### src/hdl/palette_indexer_4bpp_top_assert.svh
// Assertion macros for the palette indexer, clocked on clk, reset by rst_n.
`ifndef PALETTE_INDEXER_4BPP_TOP_ASSERT_SVH
`define PALETTE_INDEXER_4BPP_TOP_ASSERT_SVH

// Condition holds at every edge out of reset.
`define PI4_ASSERT_ALWAYS(lbl, cond, msg) \
  lbl: assert property (@(posedge clk) disable iff (!rst_n) (cond)) else $error(msg);

// Consequent holds in the same cycle as the antecedent.
`define PI4_ASSERT_SAME(lbl, ante, cons, msg) \
  lbl: assert property (@(posedge clk) disable iff (!rst_n) (ante) |-> (cons)) else $error(msg);

// Consequent holds in the cycle after the antecedent.
`define PI4_ASSERT_NEXT(lbl, ante, cons, msg) \
  lbl: assert property (@(posedge clk) disable iff (!rst_n) (ante) |=> (cons)) else $error(msg);

`endif

### src/hdl/pi4_pkg.sv
package pi4_pkg;

  localparam int PALETTE_ENTRIES_DEF = 16;

  localparam int CH_W   = 8;
  localparam int RGB_W  = 3 * CH_W;
  localparam int IDX_W  = 4;
  localparam int BYTE_W = 2 * IDX_W;
  localparam int C565_W = 16;

  localparam logic ACTION_PIXEL = 1'b0;
  localparam logic ACTION_DUMP  = 1'b1;

  localparam logic KIND_BYTE  = 1'b0;
  localparam logic KIND_ENTRY = 1'b1;

  localparam logic [C565_W-1:0] UNFILLED_565 = 16'hFFFF;

  function automatic logic [C565_W-1:0] to_565(input logic [RGB_W-1:0] rgb);
    return {rgb[23:19], rgb[15:10], rgb[7:3]};
  endfunction

endpackage

### src/hdl/palette_indexer_4bpp_top.sv
// Palette indexer, 4 bits per pixel. Pixels (in_action = 0) are matched exactly against a
// palette that fills in order of first appearance; a new colour takes the next free slot and,
// with the palette full, an unmatched pixel gets index 0. Every second pixel yields one byte,
// first index in the high nibble. A dump (in_action = 1) drops any unpaired pixel and sends
// PALETTE_ENTRIES entries as RGB565, 0xFFFF for unfilled slots, last set on the final one.
// The palette sits in a single-port memory with a registered read, scanned one entry per
// cycle up to the first match or the last filled slot; a completed pair is handed over in
// ST_PAIR, and a dump reads each entry in ST_DUMP_RD and sends it in ST_DUMP_WR. Both
// handovers wait while out_ready is held low. in_ready is low while an item is in progress.
`include "palette_indexer_4bpp_top_assert.svh"

module palette_indexer_4bpp_top #(
  parameter int PALETTE_ENTRIES = pi4_pkg::PALETTE_ENTRIES_DEF
) (
  input  logic                        clk,
  input  logic                        rst_n,
  input  logic                        in_valid,
  output logic                        in_ready,
  input  logic                        in_action,
  input  logic [pi4_pkg::CH_W-1:0]    in_red,
  input  logic [pi4_pkg::CH_W-1:0]    in_green,
  input  logic [pi4_pkg::CH_W-1:0]    in_blue,
  output logic                        out_valid,
  input  logic                        out_ready,
  output logic                        out_kind,
  output logic [pi4_pkg::BYTE_W-1:0]  out_packed_byte,
  output logic [pi4_pkg::C565_W-1:0]  out_color565,
  output logic                        out_last
);

  import pi4_pkg::*;

  localparam int ADDR_W = (PALETTE_ENTRIES > 1) ? $clog2(PALETTE_ENTRIES) : 1;
  localparam int CNT_W  = $clog2(PALETTE_ENTRIES + 1);
  localparam logic [CNT_W-1:0] FULL_CNT = CNT_W'(PALETTE_ENTRIES);
  localparam logic [CNT_W-1:0] LAST_CNT = CNT_W'(PALETTE_ENTRIES - 1);

  typedef enum logic [2:0] {
    ST_IDLE,
    ST_SEARCH,
    ST_PAIR,
    ST_DUMP_RD,
    ST_DUMP_WR
  } state_t;

  state_t              state_r, state_nxt;
  logic [CNT_W-1:0]    fill_count_r, fill_count_nxt;
  logic [ADDR_W-1:0]   pending_index_r, pending_index_nxt;
  logic                have_pending_r, have_pending_nxt;
  logic [RGB_W-1:0]    rgb_r, rgb_nxt;
  logic [CNT_W-1:0]    addr_r, addr_nxt;
  logic                cmp_vld_r, cmp_vld_nxt;
  logic [ADDR_W-1:0]   cmp_addr_r, cmp_addr_nxt;
  logic [ADDR_W-1:0]   idx_r, idx_nxt;
  logic                out_valid_r, out_valid_nxt;
  logic                out_kind_r, out_kind_nxt;
  logic [BYTE_W-1:0]   out_packed_byte_r, out_packed_byte_nxt;
  logic [C565_W-1:0]   out_color565_r, out_color565_nxt;
  logic                out_last_r, out_last_nxt;

  logic [RGB_W-1:0]    palette_mem [PALETTE_ENTRIES];
  logic [RGB_W-1:0]    rd_data_r;
  logic                mem_re;
  logic [ADDR_W-1:0]   mem_raddr;
  logic                mem_we;
  logic [ADDR_W-1:0]   mem_waddr;

  logic                out_free;
  logic                match;
  logic [ADDR_W-1:0]   found_idx;
  logic                resolve;

  assign in_ready        = (state_r == ST_IDLE);
  assign out_valid       = out_valid_r;
  assign out_kind        = out_kind_r;
  assign out_packed_byte = out_packed_byte_r;
  assign out_color565    = out_color565_r;
  assign out_last        = out_last_r;

  assign out_free = !out_valid_r || out_ready;
  assign match    = cmp_vld_r && (rd_data_r == rgb_r);

  always_comb begin
    state_nxt           = state_r;
    fill_count_nxt      = fill_count_r;
    pending_index_nxt   = pending_index_r;
    have_pending_nxt    = have_pending_r;
    rgb_nxt             = rgb_r;
    addr_nxt            = addr_r;
    cmp_vld_nxt         = cmp_vld_r;
    cmp_addr_nxt        = cmp_addr_r;
    idx_nxt             = idx_r;
    out_valid_nxt       = out_valid_r && !out_ready;
    out_kind_nxt        = out_kind_r;
    out_packed_byte_nxt = out_packed_byte_r;
    out_color565_nxt    = out_color565_r;
    out_last_nxt        = out_last_r;
    mem_re              = 1'b0;
    mem_raddr           = addr_r[ADDR_W-1:0];
    mem_we              = 1'b0;
    mem_waddr           = fill_count_r[ADDR_W-1:0];
    found_idx           = '0;
    resolve             = 1'b0;

    unique case (state_r)
      ST_IDLE: begin
        if (in_valid) begin
          addr_nxt    = '0;
          cmp_vld_nxt = 1'b0;
          if (in_action == ACTION_DUMP) begin
            have_pending_nxt  = 1'b0;
            pending_index_nxt = '0;
            state_nxt         = ST_DUMP_RD;
          end else begin
            rgb_nxt   = {in_red, in_green, in_blue};
            state_nxt = ST_SEARCH;
          end
        end
      end
      ST_SEARCH: begin
        if (match) begin
          found_idx = cmp_addr_r;
          resolve   = 1'b1;
        end else if (addr_r < fill_count_r) begin
          mem_re       = 1'b1;
          cmp_addr_nxt = addr_r[ADDR_W-1:0];
          cmp_vld_nxt  = 1'b1;
          addr_nxt     = addr_r + CNT_W'(1);
        end else begin
          resolve = 1'b1;
          if (fill_count_r < FULL_CNT) begin
            mem_we         = 1'b1;
            found_idx      = fill_count_r[ADDR_W-1:0];
            fill_count_nxt = fill_count_r + CNT_W'(1);
          end
        end
        if (resolve) begin
          cmp_vld_nxt = 1'b0;
          if (have_pending_r) begin
            idx_nxt   = found_idx;
            state_nxt = ST_PAIR;
          end else begin
            pending_index_nxt = found_idx;
            have_pending_nxt  = 1'b1;
            state_nxt         = ST_IDLE;
          end
        end
      end
      ST_PAIR: begin
        if (out_free) begin
          out_valid_nxt       = 1'b1;
          out_kind_nxt        = KIND_BYTE;
          out_packed_byte_nxt = {IDX_W'(pending_index_r), IDX_W'(idx_r)};
          out_color565_nxt    = '0;
          out_last_nxt        = 1'b1;
          have_pending_nxt    = 1'b0;
          pending_index_nxt   = '0;
          state_nxt           = ST_IDLE;
        end
      end
      ST_DUMP_RD: begin
        mem_re    = 1'b1;
        state_nxt = ST_DUMP_WR;
      end
      ST_DUMP_WR: begin
        if (out_free) begin
          out_valid_nxt       = 1'b1;
          out_kind_nxt        = KIND_ENTRY;
          out_packed_byte_nxt = '0;
          out_color565_nxt    = (addr_r < fill_count_r) ? to_565(rd_data_r) : UNFILLED_565;
          out_last_nxt        = (addr_r == LAST_CNT);
          if (addr_r == LAST_CNT) begin
            state_nxt = ST_IDLE;
          end else begin
            addr_nxt  = addr_r + CNT_W'(1);
            state_nxt = ST_DUMP_RD;
          end
        end
      end
      default: begin
        state_nxt = ST_IDLE;
      end
    endcase
  end

  always_ff @(posedge clk) begin
    if (mem_we) begin
      palette_mem[mem_waddr] <= rgb_r;
    end
    if (mem_re) begin
      rd_data_r <= palette_mem[mem_raddr];
    end
  end

  always_ff @(posedge clk) begin
    if (!rst_n) begin
      state_r         <= ST_IDLE;
      fill_count_r    <= '0;
      pending_index_r <= '0;
      have_pending_r  <= 1'b0;
      cmp_vld_r       <= 1'b0;
      out_valid_r     <= 1'b0;
    end else begin
      state_r         <= state_nxt;
      fill_count_r    <= fill_count_nxt;
      pending_index_r <= pending_index_nxt;
      have_pending_r  <= have_pending_nxt;
      cmp_vld_r       <= cmp_vld_nxt;
      out_valid_r     <= out_valid_nxt;
    end
    rgb_r             <= rgb_nxt;
    addr_r            <= addr_nxt;
    cmp_addr_r        <= cmp_addr_nxt;
    idx_r             <= idx_nxt;
    out_kind_r        <= out_kind_nxt;
    out_packed_byte_r <= out_packed_byte_nxt;
    out_color565_r    <= out_color565_nxt;
    out_last_r        <= out_last_nxt;
  end

  `PI4_ASSERT_ALWAYS(a_fill_bounded, fill_count_r <= FULL_CNT, "fill count beyond palette size")
  `PI4_ASSERT_SAME(a_fill_step, $past(rst_n), (fill_count_r == $past(fill_count_r)) || (fill_count_r == $past(fill_count_r) + CNT_W'(1)), "fill count moved by more than one")
  `PI4_ASSERT_NEXT(a_dump_drops_pending, in_valid && in_ready && (in_action == ACTION_DUMP), !have_pending_r, "pending half pair kept across dump")
  `PI4_ASSERT_SAME(a_byte_is_last, out_valid_r && (out_kind_r == KIND_BYTE), out_last_r && (out_color565_r == '0), "byte item without last or with colour")

endmodule
### config.mk
export PLATFORM = sky130hd
export DESIGN_NAME = palette_indexer_4bpp_top
export DESIGN_NICKNAME = d
export VERILOG_FILES = /design/src/hdl/pi4_pkg.sv /design/src/hdl/palette_indexer_4bpp_top.sv
export VERILOG_INCLUDE_DIRS = /design/src /design/src/hdl
export SDC_FILE = /design/constraint.sdc
export NUM_CORES = 1
export LEC_CHECK = 0
export BUFFER_PORTS_ARGS = -buffer_cell sky130_fd_sc_hd__buf_2
export CAP_MARGIN = 20
export CORE_AREA = 2 2 183 185
export CTS_BUF_LIST = sky130_fd_sc_hd__clkbuf_8
export DETAILED_ROUTE_END_ITERATION = 8
export DIE_AREA = 0 0 185 187
export GPL_TIMING_DRIVEN = 0
export PLACE_DENSITY = 0.75
export SYNTH_ARGS = -nofsm -noshare
export SYNTH_HDL_FRONTEND = slang
export SYNTH_SLANG_ARGS = --single-unit
### constraint.sdc
create_clock -name clk -period 3.5 [get_ports clk]
set_clock_uncertainty 0.15 [all_clocks]
set_input_delay 0.35 -clock clk [delete_from_list [all_inputs] [get_ports clk]]
set_output_delay 0.35 -clock clk [all_outputs]
set_load 0.02 [all_outputs]
==> flow_summary.json <==
{
  "status": "finished, final reports clean",
  "fmax_mhz": 290,
  "fin_cells": 1530,
  "synth_area_um2": 18800,
  "design_power_total_w": 0.0141,
  "cts_tree": "yes",
  "synth_seq_cells": 486,
  "rsz0062_at_grt": "yes",
  "cts.sinks": 486,
  "cp_max_fo": 24,
  "diodes": 0,
  "num_io_pins": 57,
  "hp-class": "primary input to flop",
  "setup_viol": 0,
  "clk_pin_slew_ps": 60,
  "area_growth_syn_to_layout_pct": 14.4,
  "grtUsageTotal": 0.241,
  "syn_inst": 854,
  "drive_gt1_frac": 0.305,
  "drc": 0,
  "power_leakage_nw": 7.04,
  "dr.pass1.iters": 8,
  "utilization": 0.654,
  "avgSynthCellArea_um2": 22.0,
  "initial_utilization": 0.571,
  "netlist_top_cells_count": "471 x edfxtp_1, 120 x mux4_2, 24 x nor2_1",
  "synth.most_common_cell": "edfxtp_1",
  "path_buf_inv": 2,
  "slowest_stage": "and3_2",
  "pre_cts_slack_ps": -212,
  "yosysUniqueCellTypes": 44,
  "fp.dieW_um": 185,
  "tightest_slew_ps": 1020,
  "synth.yosys.seq_area_share": 0.769,
  "fp.dieH_um": 187,
  "antenna_found_initial": 0,
  "cts-htree-levels": 3,
  "min_period_ps": 3440,
  "clk_path_buf_depth": 3,
  "crit_required_ps": 3550,
  "synth_edf_count": 471,
  "maxSlewHeadroom": 0.323,
  "gp_congestion": 0.851,
  "netlist.area_leader.share": 0.753,
  "fin_ws_ps": 57.3,
  "ys_warn_count": 0,
  "rows": 67,
  "yosys-top-cells-area": "edfxtp_1 75%, mux4_2 14%, dfxtp_1 1.6%, o21a_1 0.72%, xnor2_1 0.70%",
  "grt_pass1_wl_um": 59100,
  "drv_cap": 0,
  "hpwl_um": 22600,
  "vias": 9232,
  "final_nets": 1064,
  "port_buffers": 56,
  "clk_latency_ps": 590,
  "design_area_um2": 21500,
  "drtIter0Drc": 1006,
  "critPathKind": "flop to flop",
  "ant_nets": 0,
  "dp_cells": 1361,
  "dpl-instance-area_um2": 19700,
  "avgRoutedWirePerCell_um": 26.1,
  "syn-num-nets": 893,
  "crit_arrival_ps": 3490,
  "overflow": 0,
  "grt_pass1_vias": 9413,
  "dieArea_um2": 34600,
  "start_kind": "flop",
  "cp_cell_sequence": "xor2_1 > nor4_1 > and4_1 > buf_6 > nor2_1 > buf_2 > and3_2",
  "drv_slew": 0,
  "end_kind": "flop",
  "fillers": 2209,
  "synth_top_cell_by_area": "edfxtp_1",
  "max_stage_delay_ps": 790,
  "fin_crit_sh": 0.984,
  "wirelength_um": 40000,
  "path_delay_family": "simple AND/OR/NAND/NOR gates",
  "vias_per_cell": 6.03,
  "numCtsBuffers": 78,
  "synthArstFlopShare": 0,
  "grt_max_degree": 25,
  "peakVddDrop_v": 0.000497,
  "cts-root-buf": "clkbuf_8",
  "synthFlopType": "edfxtp_1",
  "powerDensity_nw_per_um2": 657,
  "core_area_um2": 32900,
  "final-hold-violation-count": 0
}
-- cells by family (layout without fill, tap and decap cells) --
logic type | after synthesis | count (layout) | share of synthesized area
xor+xnor | 27 | 27 | 0.0126
mux | 126 | 126 | 0.147
simple gates | 103 | 103 | 0.0298
fa+ha+maj | 10 | 10 | 0.00666
compound gates | 53 | 53 | 0.0208
flops | 486 | 486 | 0.769
buf+inv | 49 | 277 | 0.0138
-- final timing paths --
path,startpoint,to,slack [ps],cells past startpoint
hold reg to reg,pending_index_r[3],pending_index_r[3],320,1
hold / removal,in_action,rgb_r[5],80,2
setup / recovery,rgb_r[20],palette_mem[10][5],60,7
setup reg to reg,rgb_r[20],palette_mem[10][5],60,7
-- where the power goes --
group          internal, W  total [W]  switching, W
clock network      0.00236    0.00450       0.00214
logic              0.00124    0.00267       0.00143
registers          0.00676    0.00694      0.000188
total               0.0104     0.0141       0.00377
-- worst reg2reg max path: cells and delay by family (launching register included) --
kind / cells / cell delay, ps
buffers and inverters: 2 / 380
and+or+nand+nor: 4 / 1370
DFF: 1 / 650
xor gates and xnor gates: 1 / 500
-- cells in the final DEF, fill, tap and decap left out, types with 10 or more instances in the layout --
| cell type | instances |
|---|---|
| edfxtp_1 | 471 |
| mux4_2 | 120 |
| clkbuf_8 | 80 |
| buf_2 | 71 |
| inv_1 | 34 |
| dlygate4sd3_1 | 25 |
| nor2_1 | 23 |
| clkbuf_1 | 19 |
| o21a_1 | 17 |
| clkinv_1 | 16 |
| dfxtp_1 | 15 |
| nand2_1 | 13 |
| xnor2_1 | 13 |
| xor2_1 | 12 |
| nor2b_1 | 12 |
| ha_1 | 10 |
-- timing repair --
item | in CTS | in global routing
setup endpoints to repair | 408 | 360
gates resized for setup | 3 | 4
pin swaps | 0 | 0
endpoints found under the hold margin | 25 | 0
buffers inserted | 0 | 7
hold buffers | 25 | 0
-- area by class of cell --
class / instances / area, um^2 / area share
repair buffers: 91 / 633 / 0.0295
multi-input cells: 319 / 4140 / 0.193
flip-flops and latches: 486 / 14400 / 0.673
plain buffers: 42 / 233 / 0.0108
clock inverters: 57 / 338 / 0.0157
inverters: 7 / 26.3 / 0.00122
clock buffers: 80 / 1100 / 0.0513
well taps: 448 / 561 / 0.0261
-- metrics by stage --
stage	hold WS [ps]	setup TNS, ps
2_1_floorplan	284	0
3_3_place_gp	304	-269180
3_5_place_dp	307	-59550
4_1_cts	51.0	-221
5_1_grt	69.5	-8420
6_report	80.9	0
-- flip-flops by register name, indices dropped and copies added, names as in the netlist, 3 cells and up --
name / cells
addr_r: 5
cmp_addr_r: 4
fill_count_r: 5
idx_r: 4
out_color565: 16
out_packed_byte: 8
palette_mem: 384
pending_index_r: 4
rd_data_r: 24
rgb_r: 24
state_r: 3
-- layer usage --
| layer | GRT usage | wire length (um) |
|---|---|---|
| met3 | 0.0555 | 3470 |
| met5 | 0 | 0 |
| met2 | 0.372 | 19200 |
| met4 | 0.0876 | 1250 |
| met1 | 0.342 | 16100 |
No activity file was read; power rests on OpenSTA's default activity.
